===== config.mk =====
export PLATFORM = sky130hd
export DESIGN_NAME = gap_buffer_line_editor
export DESIGN_NICKNAME = d
export VERILOG_FILES = /design/src/rtl/gble_pkg.sv /design/src/rtl/gble_ctrl.sv /design/src/rtl/gble_dp.sv /design/src/rtl/gap_buffer_line_editor.sv
export SDC_FILE = /design/constraint.sdc
export NUM_CORES = 1
export LEC_CHECK = 0
export BUFFER_PORTS_ARGS = -buffer_cell sky130_fd_sc_hd__buf_2
export CELL_PAD_IN_SITES_DETAIL_PLACEMENT = 1
export CELL_PAD_IN_SITES_GLOBAL_PLACEMENT = 1
export CORE_MARGIN = 2
export CORE_UTILIZATION = 34
export CTS_CLUSTER_SIZE = 12
export DETAILED_ROUTE_END_ITERATION = 8
export PLACE_DENSITY_LB_ADDON = 0.1
export RECOVER_POWER = 25
export SYNTH_ARGS = -nofsm -noshare
export SYNTH_HDL_FRONTEND = slang
export SYNTH_SLANG_ARGS = --single-unit

===== constraint.sdc =====
create_clock -name clk_i -period 4.5 [get_ports clk_i]
set_input_delay 0.45 -clock clk_i [delete_from_list [all_inputs] [get_ports clk_i]]
set_output_delay 0.45 -clock clk_i [all_outputs]
set_load 0.02 [all_outputs]

===== src/rtl/gble_pkg.sv =====
// gble_pkg: command codes, field widths and the controller-to-datapath
// command struct for the gap buffer line editor; no dependencies
`default_nettype none

package gble_pkg;

  localparam int CmdW   = 3;
  localparam int CharW  = 8;
  localparam int IdxW   = 6;
  localparam int CountW = 6;

  localparam logic [CmdW-1:0] CMD_INSERT    = 3'd0;
  localparam logic [CmdW-1:0] CMD_LEFT      = 3'd1;
  localparam logic [CmdW-1:0] CMD_RIGHT     = 3'd2;
  localparam logic [CmdW-1:0] CMD_BACKSPACE = 3'd3;
  localparam logic [CmdW-1:0] CMD_DELETE    = 3'd4;
  localparam logic [CmdW-1:0] CMD_TRUNCATE  = 3'd5;
  localparam logic [CmdW-1:0] CMD_READ      = 3'd6;

  // issue: latch the item and start the store read
  // exec:  finish the item, update the gap and load the result register
  typedef struct packed {
    logic issue;
    logic exec;
  } ctrl_t;

endpackage

`default_nettype wire


===== src/rtl/gble_ctrl.sv =====
// gble_ctrl: two-state sequencer and result valid for the line editor
// depends on gble_pkg
`default_nettype none

module gble_ctrl (
  input  wire logic          clk_i,
  input  wire logic          rst_ni,
  input  wire logic          in_valid_i,
  output logic               in_stall_o,
  output logic               out_valid_o,
  input  wire logic          out_stall_i,
  output gble_pkg::ctrl_t    ctrl_o
);

  localparam logic [0:0] ST_IDLE = 1'b0;
  localparam logic [0:0] ST_EXEC = 1'b1;

  logic [0:0] state_q, state_d;
  logic       out_valid_q, out_valid_d;

  always_comb begin
    ctrl_o.issue = in_valid_i && (state_q == ST_IDLE);
    // result register must be free or being taken in this cycle
    ctrl_o.exec  = (state_q == ST_EXEC) && (!out_valid_q || !out_stall_i);

    state_d = state_q;
    case (state_q)
      ST_IDLE: begin
        if (ctrl_o.issue) state_d = ST_EXEC;
      end
      ST_EXEC: begin
        if (ctrl_o.exec) state_d = ST_IDLE;
      end
      default: state_d = ST_IDLE;
    endcase

    if (ctrl_o.exec) begin
      out_valid_d = 1'b1;
    end else if (out_stall_i) begin
      out_valid_d = out_valid_q;
    end else begin
      out_valid_d = 1'b0;
    end
  end

  always_ff @(posedge clk_i or negedge rst_ni) begin
    if (!rst_ni) begin
      state_q     <= ST_IDLE;
      out_valid_q <= 1'b0;
    end else begin
      state_q     <= state_d;
      out_valid_q <= out_valid_d;
    end
  end

  assign in_stall_o  = (state_q != ST_IDLE);
  assign out_valid_o = out_valid_q;

endmodule

`default_nettype wire


===== src/rtl/gble_dp.sv =====
// gble_dp: character store, gap pointers, item registers and result register
// depends on gble_pkg; sequenced by gble_ctrl
`default_nettype none

module gble_dp #(
  parameter int CAPACITY = 64
) (
  input  wire logic                          clk_i,
  input  wire logic                          rst_ni,
  input  wire gble_pkg::ctrl_t               ctrl_i,
  input  wire logic [gble_pkg::CmdW-1:0]     cmd_i,
  input  wire logic [gble_pkg::CharW-1:0]    char_in_i,
  input  wire logic [gble_pkg::IdxW-1:0]     text_index_i,
  output logic                               ok_o,
  output logic [gble_pkg::CharW-1:0]         char_out_o,
  output logic [gble_pkg::CountW-1:0]        left_count_o,
  output logic [gble_pkg::CountW-1:0]        right_count_o
);

  localparam int AW = (CAPACITY > 1) ? $clog2(CAPACITY) : 1;
  localparam int MW = (AW > gble_pkg::IdxW) ? AW : gble_pkg::IdxW;
  localparam int WW = ((MW > gble_pkg::CountW) ? MW : gble_pkg::CountW) + 1;
  localparam logic [AW-1:0] Top = AW'(CAPACITY - 1);

  logic [gble_pkg::CharW-1:0] mem [CAPACITY];

  logic [AW-1:0]              gs_q, gs_d, gl_q, gl_d;
  logic [gble_pkg::CmdW-1:0]  cmd_q;
  logic [gble_pkg::CharW-1:0] char_q;
  logic                       hit_q;
  logic [gble_pkg::CharW-1:0] rdata_q;

  logic [WW-1:0]              idx_w, gs_w, gl_w, right_w, diff_w, sum_w;
  logic                       in_left, read_hit;
  logic [AW-1:0]              raddr;

  logic                       we;
  logic [AW-1:0]              waddr;
  logic [gble_pkg::CharW-1:0] wdata;
  logic                       ok_d;
  logic [gble_pkg::CharW-1:0] rd_d;
  logic [WW-1:0]              left_n_w, right_n_w;

  // read address for the accepted item, from the current gap
  always_comb begin
    idx_w    = WW'(text_index_i);
    gs_w     = WW'(gs_q);
    gl_w     = WW'(gl_q);
    right_w  = WW'(Top - gl_q);
    diff_w   = idx_w - gs_w;
    in_left  = idx_w < gs_w;
    read_hit = in_left || (diff_w < right_w);
    sum_w    = gl_w + WW'(1) + diff_w;
    case (cmd_i)
      gble_pkg::CMD_LEFT:  raddr = gs_q - AW'(1);
      gble_pkg::CMD_RIGHT: raddr = gl_q + AW'(1);
      gble_pkg::CMD_READ:  raddr = in_left ? idx_w[AW-1:0] : sum_w[AW-1:0];
      default:             raddr = gs_q;
    endcase
  end

  always_ff @(posedge clk_i) begin
    if (ctrl_i.issue) begin
      cmd_q   <= cmd_i;
      char_q  <= char_in_i;
      hit_q   <= read_hit;
      rdata_q <= mem[raddr];
    end
    if (we) begin
      mem[waddr] <= wdata;
    end
  end

  // finish the item
  always_comb begin
    gs_d  = gs_q;
    gl_d  = gl_q;
    we    = 1'b0;
    waddr = gs_q;
    wdata = char_q;
    ok_d  = 1'b0;
    rd_d  = '0;
    case (cmd_q)
      gble_pkg::CMD_INSERT: begin
        if (gs_q != gl_q) begin
          we   = 1'b1;
          gs_d = gs_q + AW'(1);
          ok_d = 1'b1;
        end
      end
      gble_pkg::CMD_LEFT: begin
        if (gs_q != '0) begin
          we    = 1'b1;
          waddr = gl_q;
          wdata = rdata_q;
          gs_d  = gs_q - AW'(1);
          gl_d  = gl_q - AW'(1);
          ok_d  = 1'b1;
        end
      end
      gble_pkg::CMD_RIGHT: begin
        if (gl_q != Top) begin
          we    = 1'b1;
          wdata = rdata_q;
          gs_d  = gs_q + AW'(1);
          gl_d  = gl_q + AW'(1);
          ok_d  = 1'b1;
        end
      end
      gble_pkg::CMD_BACKSPACE: begin
        if (gs_q != '0) begin
          gs_d = gs_q - AW'(1);
          ok_d = 1'b1;
        end
      end
      gble_pkg::CMD_DELETE: begin
        if (gl_q != Top) begin
          gl_d = gl_q + AW'(1);
          ok_d = 1'b1;
        end
      end
      gble_pkg::CMD_TRUNCATE: begin
        gl_d = Top;
        ok_d = 1'b1;
      end
      gble_pkg::CMD_READ: begin
        ok_d = hit_q;
        rd_d = hit_q ? rdata_q : '0;
      end
      default: begin
        ok_d = 1'b0;
      end
    endcase
    we        = we && ctrl_i.exec;
    left_n_w  = WW'(gs_d);
    right_n_w = WW'(Top - gl_d);
  end

  always_ff @(posedge clk_i or negedge rst_ni) begin
    if (!rst_ni) begin
      gs_q <= '0;
      gl_q <= Top;
    end else if (ctrl_i.exec) begin
      gs_q <= gs_d;
      gl_q <= gl_d;
    end
  end

  always_ff @(posedge clk_i) begin
    if (ctrl_i.exec) begin
      ok_o          <= ok_d;
      char_out_o    <= rd_d;
      left_count_o  <= left_n_w[gble_pkg::CountW-1:0];
      right_count_o <= right_n_w[gble_pkg::CountW-1:0];
    end
  end

endmodule

`default_nettype wire


===== src/rtl/gap_buffer_line_editor.sv =====
// gap_buffer_line_editor: top level of the one-line gap buffer editor
// depends on gble_pkg, gble_ctrl, gble_dp
//
//   channel  handshake              payload
//   -------  ---------------------  -------------------------------------------
//   in       in_valid_i/in_stall_o  cmd_i, char_in_i, text_index_i
//   out      out_valid_o/out_stall_i ok_o, char_out_o, left_count_o,
//                                   right_count_o
//
// every item is accepted with the synchronous read of the character store, then
// finished by at most one store write, the gap pointer update and the load of
// the result register; the next item can be taken in the cycle after the
// previous one finishes
// reset clears the gap to the whole store and empties the result register;
// the store itself is not cleared
// a stalled result holds; a following item is accepted and waits to finish
// until the result register frees up
`default_nettype none

module gap_buffer_line_editor #(
  parameter int CAPACITY = 64
) (
  input  wire logic                          clk_i,
  input  wire logic                          rst_ni,
  // item in
  input  wire logic                          in_valid_i,
  output logic                               in_stall_o,
  input  wire logic [gble_pkg::CmdW-1:0]     cmd_i,
  input  wire logic [gble_pkg::CharW-1:0]    char_in_i,
  input  wire logic [gble_pkg::IdxW-1:0]     text_index_i,
  // item out
  output logic                               out_valid_o,
  input  wire logic                          out_stall_i,
  output logic                               ok_o,
  output logic [gble_pkg::CharW-1:0]         char_out_o,
  output logic [gble_pkg::CountW-1:0]        left_count_o,
  output logic [gble_pkg::CountW-1:0]        right_count_o
);

  // issue/exec strobes from the sequencer to the datapath
  gble_pkg::ctrl_t ctrl;

  // sequencer: idle -> exec, holds in exec while the result is stalled
  gble_ctrl u_ctrl (
    .clk_i       (clk_i),
    .rst_ni      (rst_ni),
    .in_valid_i  (in_valid_i),
    .in_stall_o  (in_stall_o),
    .out_valid_o (out_valid_o),
    .out_stall_i (out_stall_i),
    .ctrl_o      (ctrl)
  );

  // store, gap pointers and result payload
  gble_dp #(
    .CAPACITY (CAPACITY)
  ) u_dp (
    .clk_i         (clk_i),
    .rst_ni        (rst_ni),
    .ctrl_i        (ctrl),
    .cmd_i         (cmd_i),
    .char_in_i     (char_in_i),
    .text_index_i  (text_index_i),
    .ok_o          (ok_o),
    .char_out_o    (char_out_o),
    .left_count_o  (left_count_o),
    .right_count_o (right_count_o)
  );

endmodule

`default_nettype wire

==> key figures, run 1 <==
Outcome
  – Outcome: finished with violations
  – Failing checks: capacitance limit, slew limit

GRT
  – Total congestion overflow: 0
  – Number of global-route vias before repair: 16900
  – Largest net degree at the start of global routing: 65
  – GRT Total Usage: 0.215
  – First-pass GRT wire length: 117000 um
  – Initial antenna violation count: 0

Timing
  – Rel. slew slack: -0.930
  – Clk_skew: 0.0255 ns
  – RSZ-0062 raised after global routing: false
  – Fmax: 0.227 GHz
  – Worst slew pin tran: 2.89 ns
  – Fin crit share: 0.980
  – Hold Vio Cnt, Final: 0
  – Final setup violating endpoints: 0
  – Fin crit period: 4.41 ns
  – Post-Route Setup TNS: 0 ns
  – Slew Limit Fails: 22

Clock network
  – CTS max path bufs: 3
  – Worst skew pair latency: 0.61 ns
  – H-tree depth: 3
  – Clk sinks: 567
  – CTS tree: built
  – Setup Fix Bufs, Post-CTS: 0
  – Root Driver: clkbuf_16
  – CTS buffer count: 67
  – Clock transition at path regs: 0.06 ns

Detailed routing
  – Iteration-0 DRC Markers: 1198
  – Drt total wl: 79600 um
  – Vias per inst: 5.42
  – Routed length per placed instance: 26.4 um
  – ANT nets after route: 0
  – First-pass detailed-route iteration total: 5
  – Vias: 16300
  – DRC errors left: 0

Die
  – DIE AREA: 0.0740 mm^2
  – Core area: 0.0714 mm^2
  – Initial Utilization: 0.342
  – Die X: 272 um
  – Num rows: 98
  – Die H: 272 um
  – I/O pins: 44

Pwr
  – Pwr Density: 666 mW/mm^2
  – Static leakage: 9.79 nW
  – Maximum VDD drop: 290 uV

Critical path
  – Worst R2R Path Depth: 16
  – Worst setup EP type: flip-flop
  – CP Max Fanout: 16
  – Worst Path Arrival: 4.81 ns
  – Worst setup SP type: flip-flop
  – Critical path class: flip-flop to flip-flop
  – WP data required: 4.90 ns

Synthesis
  – Post-synthesis cell count: 1821
  – Register bit total from synthesis: 567
  – Mapped Avg Cell Area: 13.4 um^2
  – EDFF count, synth: 553
  – Most used DFF post-synth: edfxtp_1
  – Synth Net Count: 1860
  – Async S/R FF share, synth: 0.0247
  – Unique masters post-synth: 82
  – Yosys warns: 0
  – Cell Area, Synth: 0.0244 mm^2
  – Sequential share of the synthesized area: 0.694

Finish
  – # diodes: 0
  – Design area: 0.0288 mm^2
  – Most common cell after layout, fill and taps aside: edfxtp_1
  – Nets: 2054
  – Layout area overhead: 18.0%
  – Layout cell share with drive strength beyond 1: 0.153
  – Fill cells: 7425
  – Most frequent cells in the layout: 553 x edfxtp_1, 266 x nand2_1, 154 x a21oi_1

Placement
  – Routability Congestion: 0.833
  – Dpl hpwl: 51500 um
  – Port bufs: 43
  – Area after DPL: 0.0268 mm^2

Min path
  – Hold Path Stages: 2
  – Hold Path Class: input pin to flip-flop

Run
  – Max_cap viols: 1
==> final timing paths <==
kind	slack, ns	from	endpoint
max	0.09	u_dp.gs_q[0]	u_dp.rdata_q[7]
min	0.12	out_stall_i	u_ctrl.in_stall_o
max reg2reg	0.09	u_dp.gs_q[0]	u_dp.rdata_q[7]
min reg2reg	0.56	u_ctrl.out_valid_o	u_ctrl.in_stall_o
max in group asynchronous	3.30	rst_ni	u_dp.gs_q[5]
min in group asynchronous	0.56	rst_ni	u_dp.gs_q[0]
==> kinds of logic after synthesis <==
family / share of synthesized area
AOI/OAI and AO/OA: 0.127
DFF: 0.694
muxes: 0.0272
adders and majority gates: 0.00983
and+or+nand+nor: 0.102
buffers and inverters: 0.0309
xor gates and xnor gates: 0.00860
==> critical path: stages, from the launching register on <==
cell	delay [ns]
dfrtp_1	0.40
ha_1	0.22
fa_1	0.49
inv_1	0.07
fa_1	0.41
xor2_1	0.19
nand2_1	0.09
a21oi_1	0.05
buf_4	0.15
o31ai_4	0.25
buf_4	0.29
a22o_1	0.17
a21oi_1	0.05
o311ai_0	0.75
a31oi_1	0.18
buf_4	0.20
nor4_1	0.23
==> layer usage <==
metal | up-vias | global-route usage | wire length (um)
met5 | - | 0 | 0
met4 | 0 | 0.0610 | 2150
met3 | 125 | 0.0408 | 4120
met2 | 423 | 0.343 | 36900
met1 | 8402 | 0.299 | 36400
li1 | 7378 | - | -
==> synthesized netlist by cell type, drive strengths merged (6+ instances only) <==
| cell | instances | share of area |
|---|---|---|
| dfrtp | 8 | 0.0082 |
| a32o | 17 | 0.0070 |
| a211oi | 37 | 0.012 |
| a21oi | 156 | 0.032 |
| and2 | 12 | 0.0031 |
| xor2 | 12 | 0.0043 |
| buf | 90 | 0.024 |
| nand3 | 46 | 0.0094 |
| mux2i | 47 | 0.019 |
| dfstp | 6 | 0.0065 |
| o21ai | 40 | 0.0087 |
| nor2 | 105 | 0.016 |
| inv | 24 | 0.0037 |
| nor3 | 42 | 0.0088 |
| nand4 | 11 | 0.0028 |
| a21o | 27 | 0.0083 |
| ha | 16 | 0.0082 |
| and3 | 19 | 0.0049 |
| o311ai | 15 | 0.0054 |
| nand2 | 267 | 0.041 |
| o22ai | 22 | 0.0056 |
| a22o | 35 | 0.013 |
| a22oi | 22 | 0.0068 |
| clkbuf | 24 | 0.0037 |
| edfxtp | 553 | 0.68 |
| o22a | 7 | 0.0025 |
| a2111oi | 11 | 0.0040 |
| a31oi | 15 | 0.0038 |
| xnor2 | 12 | 0.0043 |
| nor4 | 22 | 0.0056 |
| o21a | 7 | 0.0022 |
| mux2 | 17 | 0.0078 |
==> through the flow <==
step	cells	utilization	hold WS (ns)	setup WS [ns]	power, mW
2_1_floorplan	1821	-	0.154	0.800	10.9
3_3_place_gp	2887	0.376	0.395	-0.783	14.1
3_5_place_dp	2887	0.376	0.403	-0.784	14.1
4_1_cts	3014	0.406	0.0682	0.0630	19.3
5_1_grt	3014	0.404	0.0931	0.0121	20.1
6_report	3014	0.404	0.119	0.0911	19.2
==> final cells by class <==
class	instances	area [um^2]	share of cell area
inverters	24	90.1	0.00312
multi-input cells	1116	6830	0.237
clock inverters	36	251	0.00872
clock buffers	82	1780	0.0616
repair buffers	239	1740	0.0603
flip-flops and latches	567	17000	0.588
well taps	950	1190	0.0412
==> state kept, by name, indices dropped and copies added, names as in the netlist, 3 cells and up <==
register	flops
u_dp.cmd_q	3
u_dp.gs_q	6
u_dp.left_count_o	6
u_dp.char_q	8
u_dp.right_count_o	6
u_dp.mem	512
u_dp.char_out_o	8
u_dp.rdata_q	8
u_dp.gl_q	6
==> where the power goes <==
part           internal [mW]  switching [mW]  total (mW)
clock network           2.93            2.20        5.13
logic                   2.66            4.93        7.59
registers               6.30           0.189        6.49
==> repair_timing <==
action | in CTS | in global routing
endpoints found under the hold margin | 16 | 0
hold buffers | 9 | 0
endpoints found under the setup margin | 6 | 5
gates resized for setup | 9 | 6
No activity file was read; power rests on OpenSTA's default activity.
==> run 2, diff against run 1 <==
RECOVER_POWER = default   (was 25)
==> run 2 against run 1 <==
The flow now finishes without violations. Maximum frequency rose by 0.69%. Total power rose by 0.11%. Wire length is 0.16% lower. Critical path depth is the same. Clock skew increased by 0.0016 ns. Cell area is 0.59% higher. Via count is 0.12% higher. Critical path type unchanged. Highest routed layer unchanged.
==> key figures, run 2 (same netlist as run 1, synthesis figures left out) <==
Die
  – Initial Utilization: 0.342 (unchanged)
  – Num rows: 98 (unchanged)
  – Core area: 0.0714 mm^2 (unchanged)
  – Die X: 272 um (unchanged)
  – Die H: 272 um (unchanged)
  – DIE AREA: 0.0740 mm^2 (unchanged)
  – I/O pins: 44 (unchanged)

Detailed routing
  – Vias per inst: 5.42 (about the same)
  – Vias: 16300 (+0.12%)
  – ANT nets after route: 0 (unchanged)
  – First-pass detailed-route iteration total: 5 (unchanged)
  – DRC errors left: 0 (unchanged)
  – Iteration-0 DRC Markers: 1175 (-1.9%)
  – Drt total wl: 79500 um (-0.16%)
  – Routed length per placed instance: 26.4 um (-0.20%)

Finish
  – Most flop-heavy register: u_dp.mem
  – Most frequent cells in the layout: 553 x edfxtp_1, 266 x nand2_1, 171 x buf_4
  – Nets: 2054 (unchanged)
  – Layout area overhead: 18.7%
  – Max reg flops: 512 (unchanged)
  – Most common cell after layout, fill and taps aside: edfxtp_1
  – Final Util: 0.406 (+0.00240)
  – Final Instance Count excl. Fillers: 3015 (+0.033%)
  – Layout cell share with drive strength beyond 1: 0.181 (+0.0281)

GRT
  – Total congestion overflow: 0 (unchanged)
  – Number of global-route vias before repair: 16900 (unchanged)
  – GRT Total Usage: 0.215 (unchanged)
  – Largest net degree at the start of global routing: 65 (unchanged)
  – First-pass GRT wire length: 117000 um (unchanged)
  – Initial antenna violation count: 1 (+1)

Timing
  – Hold Vio Cnt, Final: 0 (unchanged)
  – Rel. slew slack: 0.214 (+1.14)
  – Post-Route Setup TNS: 0 ns (unchanged)
  – Worst slew pin tran: 1.17 ns (-1.72 ns)
  – Clk_skew: 0.0271 ns (+0.00164 ns)
  – Final setup violating endpoints: 0 (unchanged)
  – RSZ-0062 raised after global routing: false
  – Slew Limit Fails: 0 (-100%)
  – Fin crit period: 4.38 ns (-0.0304 ns)
  – Fmax: 0.228 GHz (+0.69%)
  – Fin crit share: 0.973 (-0.00676)

Clock network
  – H-tree depth: 3 (unchanged)
  – CTS max path bufs: 3 (unchanged)
  – CTS buffer count: 67 (unchanged)
  – Clock transition at path regs: 0.06 ns (about the same)
  – Worst skew pair latency: 0.61 ns (about the same)
  – Root Driver: clkbuf_16
  – CTS tree: built
  – Setup Fix Bufs, Post-CTS: 0 (unchanged)
  – Clk sinks: 567 (unchanged)

Pwr
  – Static leakage: 10.0 nW (+2.2%)
  – Power, Total: 19.2 mW (+0.11%)
  – Pwr Density: 663 mW/mm^2 (-0.48%)
  – Maximum VDD drop: 291 uV (+0.36%)

Placement
  – Dpl hpwl: 51500 um (unchanged)
  – Number of cells after detailed placement: 2887 (unchanged)
  – Routability Congestion: 0.833 (unchanged)
  – Port bufs: 43 (unchanged)

Critical path
  – CP Max Fanout: 16 (unchanged)
  – Critical path class: flip-flop to flip-flop
  – WP data required: 4.90 ns (about the same)
  – Worst setup SP type: flip-flop
  – Worst Path Arrival: 4.78 ns (-0.03 ns)
  – Worst setup EP type: flip-flop

Run
  – Max_cap viols: 0 (-1)

Outcome
  – Outcome: completed

Min path
  – Hold Path Class: input pin to flip-flop
## run 2: critical path, cell delays in order (launching register included)
cell and delay [ns]:
dfrtp_1 0.40, ha_1 0.22, fa_1 0.49, inv_1 0.07, fa_1 0.41, xor2_1 0.19, nand2_1 0.08, a21oi_1 0.05
buf_4 0.15, o31ai_4 0.25, buf_4 0.30, a22o_1 0.17, a21oi_1 0.05, o311ai_0 0.73, a31oi_1 0.18, buf_4 0.20
nor4_1 0.22
## run 2: per-stage QoR
stage | cell area (um^2) | hold WS [ns] | setup WS (ns)
after global routing | 29000 | 0.0931 | 0.0121
final | 29000 | 0.108 | 0.122
after CTS | 29000 | 0.0682 | 0.0630
after global placement | 26800 | 0.395 | -0.783
after detailed placement | 26800 | 0.403 | -0.784
after floorplan | 24400 | 0.154 | 0.800
## run 2: worst paths after layout
kind	start	slack (ns)	endpoint	depth (start not counted)
max reg2reg	u_dp.gs_q[0]	0.12	u_dp.rdata_q[7]	16
min in group asynchronous	rst_ni	0.30	u_dp.gs_q[0]	2
min	out_stall_i	0.11	u_ctrl.in_stall_o	2
max	u_dp.gs_q[0]	0.12	u_dp.rdata_q[7]	16
min reg2reg	u_ctrl.out_valid_o	0.55	u_ctrl.in_stall_o	1
max in group asynchronous	rst_ni	3.88	u_dp.gl_q[3]	2
## run 2: per-layer routing
| layer | GRT usage | routed length, um |
|---|---|---|
| met1 | 0.299 | 36300 |
| met2 | 0.343 | 36800 |
| met3 | 0.0408 | 4260 |
| met4 | 0.0610 | 2140 |
| met5 | 0 | 0 |
## run 2: repair_timing
| action | CTS | global route |
|---|---|---|
| pin swaps | 0 | 0 |
| resized for setup | 9 | 6 |
| gates cloned | 0 | 0 |
| endpoints found under the hold margin | 16 | 0 |
| hold buffers | 9 | 0 |
| endpoints found under the setup margin | 6 | 5 |
## run 2: where the power goes
group	leakage (nW)	total, mW	switching, mW	internal [mW]
logic	3.86	7.61	4.93	2.68
registers	5.15	6.48	0.188	6.30
clock network	0.997	5.13	2.20	2.93
total	10.0	19.2	7.31	11.9
## run 2: area by class of cell
class | instances | area [um^2]
tap | 950 | 1190
clock inverter | 36 | 251
timing repair buffer | 239 | 1900
fill | 7401 | 42400
inverter | 24 | 90.1
antenna | 1 | 2.50
sequential | 567 | 17000
multi-input combinational | 1116 | 6840
clock buffer | 82 | 1780
==> run 3, diff against run 2 <==
BUFFER_PORTS_ARGS = -buffer_cell sky130_fd_sc_hd__buf_4   (was -buffer_cell sky130_fd_sc_hd__buf_2)
CAP_MARGIN = 20   (was default)
==> run 3 against run 2 <==
Worst hold slack got worse by 0.080 ns. Via count is 0.27% higher. Sequential cell count did not move. Non-clock buffer count grew 4. Register-to-register slack gained 0.08 ns. Clock power hardly changed. First-iteration DRC count is 15% higher. Critical endpoint is now u_dp.rdata_q[4].
==> key figures, run 3 (same netlist as run 1, synthesis figures left out) <==
Outcome
  – Outcome: completed

Critical path
  – R2r setup slk: 0.20 ns (+0.08 ns)
  – WP data required: 4.83 ns (-0.07 ns)
  – RR Startpoint: u_dp.gs_q[0]
  – Worst R2R Path Depth: 14 (-2)
  – Crit Reg-Reg Endpoint: u_dp.rdata_q[4]
  – Critical-path top delay cell: fa_1
  – Worst Path Arrival: 4.63 ns (-0.15 ns)
  – Max incr delay on CP: 0.49 ns (-0.24 ns)
  – Critical path, cell by cell: ha_1, fa_1, inv_1, fa_1, xor2_1, a22o_1, o31a_1, buf_4, nor3_2, buf_4, a32o_1, a21oi_1, a311oi_2, nor4_1
  – Critical path class: flip-flop to flip-flop
  – Worst setup EP type: flip-flop
  – CP Max Fanout: 5 (-11)
  – Worst setup SP type: flip-flop

Pwr
  – Maximum VDD drop: 333 uV (+14%)
  – Pwr Density: 664 mW/mm^2 (+0.24%)
  – Static leakage: 10.1 nW (+0.87%)

Die
  – Die X: 272 um (unchanged)
  – DIE AREA: 0.0740 mm^2 (unchanged)
  – Core area: 0.0714 mm^2 (unchanged)
  – Num rows: 98 (unchanged)
  – I/O pins: 44 (unchanged)
  – Die H: 272 um (unchanged)
  – Initial Utilization: 0.342 (unchanged)

Placement
  – Worst slack, placed: -0.397 ns (+0.387 ns)
  – Dpl hpwl: 51500 um (about the same)
  – Routability Congestion: 0.818 (-1.8%)
  – Port bufs: 43 (unchanged)

Clock network
  – CTS tree: built
  – CTS max path bufs: 3 (unchanged)
  – Clk sinks: 567 (unchanged)
  – CTS buffer count: 66 (-1.5%)
  – Clock transition at path regs: 0.06 ns (about the same)
  – Root Driver: clkbuf_16
  – H-tree depth: 3 (unchanged)
  – Setup Fix Bufs, Post-CTS: 0 (unchanged)
  – Worst skew pair latency: 0.61 ns (about the same)

Run
  – Max_cap viols: 0 (unchanged)

Detailed routing
  – ANT nets after route: 0 (unchanged)
  – Routed length per placed instance: 26.5 um (+0.38%)
  – Vias per inst: 5.44 (+0.27%)
  – Iteration-0 DRC Markers: 1347 (+15%)
  – Vias: 16400 (+0.27%)
  – DRC errors left: 0 (unchanged)
  – First-pass detailed-route iteration total: 5 (unchanged)
  – Drt total wl: 79800 um (+0.38%)

Finish
  – Max reg flops: 512 (unchanged)
  – Layout area overhead: 19.4%
  – Final Util: 0.409 (+0.00238)
  – Most common cell after layout, fill and taps aside: edfxtp_1
  – Most flop-heavy register: u_dp.mem
  – # diodes: 0 (-1)
  – Nets: 2057 (+0.15%)
  – Layout cell share with drive strength beyond 1: 0.184 (+0.00282)
  – Most frequent cells in the layout: 553 x edfxtp_1, 267 x nand2_1, 218 x buf_4

Timing
  – Worst slew pin tran: 0.915 ns (-0.254 ns)
  – Final setup violating endpoints: 0 (unchanged)
  – Rel. slew slack: 0.387 (+0.173)
  – Fmax: 0.233 GHz (+1.9%)
  – Fin crit share: 0.955 (-0.0177)
  – Hold Vio Cnt, Final: 0 (unchanged)
  – Final worst setup slack: 0.201 ns (+0.0798 ns)
  – Slew Limit Fails: 0 (unchanged)
  – RSZ-0062 raised after global routing: false
  – Clk_skew: 0.0201 ns (-0.00699 ns)
  – Fin crit period: 4.30 ns (-0.0798 ns)
  – WHS: 0.0281 ns (-0.0799 ns)

Min path
  – Hold EP: u_dp.char_q[4]
  – Hold path startpoint: char_in_i[4]
  – Hold Path Class: input pin to flip-flop
  – Hold Path Stages: 1 (-1)

GRT
  – Largest net degree at the start of global routing: 70 (+7.7%)
  – GRT Total Usage: 0.216 (+0.00146)
  – First-pass GRT wire length: 118000 um (+0.87%)
  – Total congestion overflow: 0 (unchanged)
  – Number of global-route vias before repair: 17000 (+0.78%)
  – Initial antenna violation count: 0 (-1)
==> run 3: cell types whose count changed in the layout (fill, tap and decap cells not counted), sizes merged <==
cell / change
buf: +8
bufinv: +1
clkbuf: +3
clkinv: -3
clkinvlp: -1
diode: -1
dlygate4sd3: -4
inv: -3
==> run 3: worst max-delay path, delay by kind of cell, from the launching register on <==
kind,cells,cell delay [ns]
AOI/OAI and AO/OA,5,1.33
buffers and inverters,3,0.47
xor gates and xnor gates,1,0.18
DFF,1,0.40
adders and majority gates,3,1.10
and+or+nand+nor,2,0.52
==> run 3: worst max-delay path by stage <==
| stage | start | endpoint | slack [ns] | cells past startpoint |
|---|---|---|---|---|
| 6_report | u_dp.gs_q[0] | u_dp.rdata_q[4] | 0.20 | 14 |
| 5_1_grt | u_dp.gs_q[0] | u_dp.rdata_q[7] | 0.01 | 13 |
| 4_1_cts | u_dp.gs_q[0] | u_dp.rdata_q[7] | 0.03 | 17 |
| 3_5_place_dp | text_index_i[0] | u_dp.rdata_q[2] | -0.40 | 19 |
| 3_3_place_gp | text_index_i[0] | u_dp.rdata_q[0] | -0.93 | 18 |
| 2_1_floorplan | text_index_i[0] | u_dp.rdata_q[7] | 0.80 | 14 |
==> run 3: power by group <==
part	internal, mW	switching, mW	leakage, nW
combinational	2.78	4.94	3.95
clock	2.98	2.17	0.997
sequential	6.29	0.211	5.15
==> run 3: area by class of cell <==
class	count	area, um^2
inverters	24	90.1
clock inverters	30	249
flip-flops and latches	567	17000
repair buffers	243	2060
clock buffers	85	1790
fillers	7385	42200
well taps	950	1190
multi-input cells	1116	6840
==> run 3: timing repair <==
action	4_1_cts	5_1_grt
endpoints found under the setup margin	4	7
hold buffers	5	0
hold endpoints to repair	18	0
gates resized for setup	5	16
==> run 3: routing by layer <==
metal	vias up	global-route usage	share of wire
met5	-	0	0
met4	0	0.0535	0.023
met3	103	0.0275	0.035
met2	320	0.346	0.46
met1	8572	0.313	0.48
li1	7397	-	-
==> run 3: stage by stage <==
step	instance area [um^2]	instances	setup TNS (ns)	total power, mW
after global placement	27000	2892	-2.43	14.2
after CTS	29100	3014	0	19.5
final	29200	3015	0	19.4
after detailed placement	27000	2894	-1.30	14.3
after floorplan	24400	1821	0	10.9
after global routing	29200	3015	0	20.3
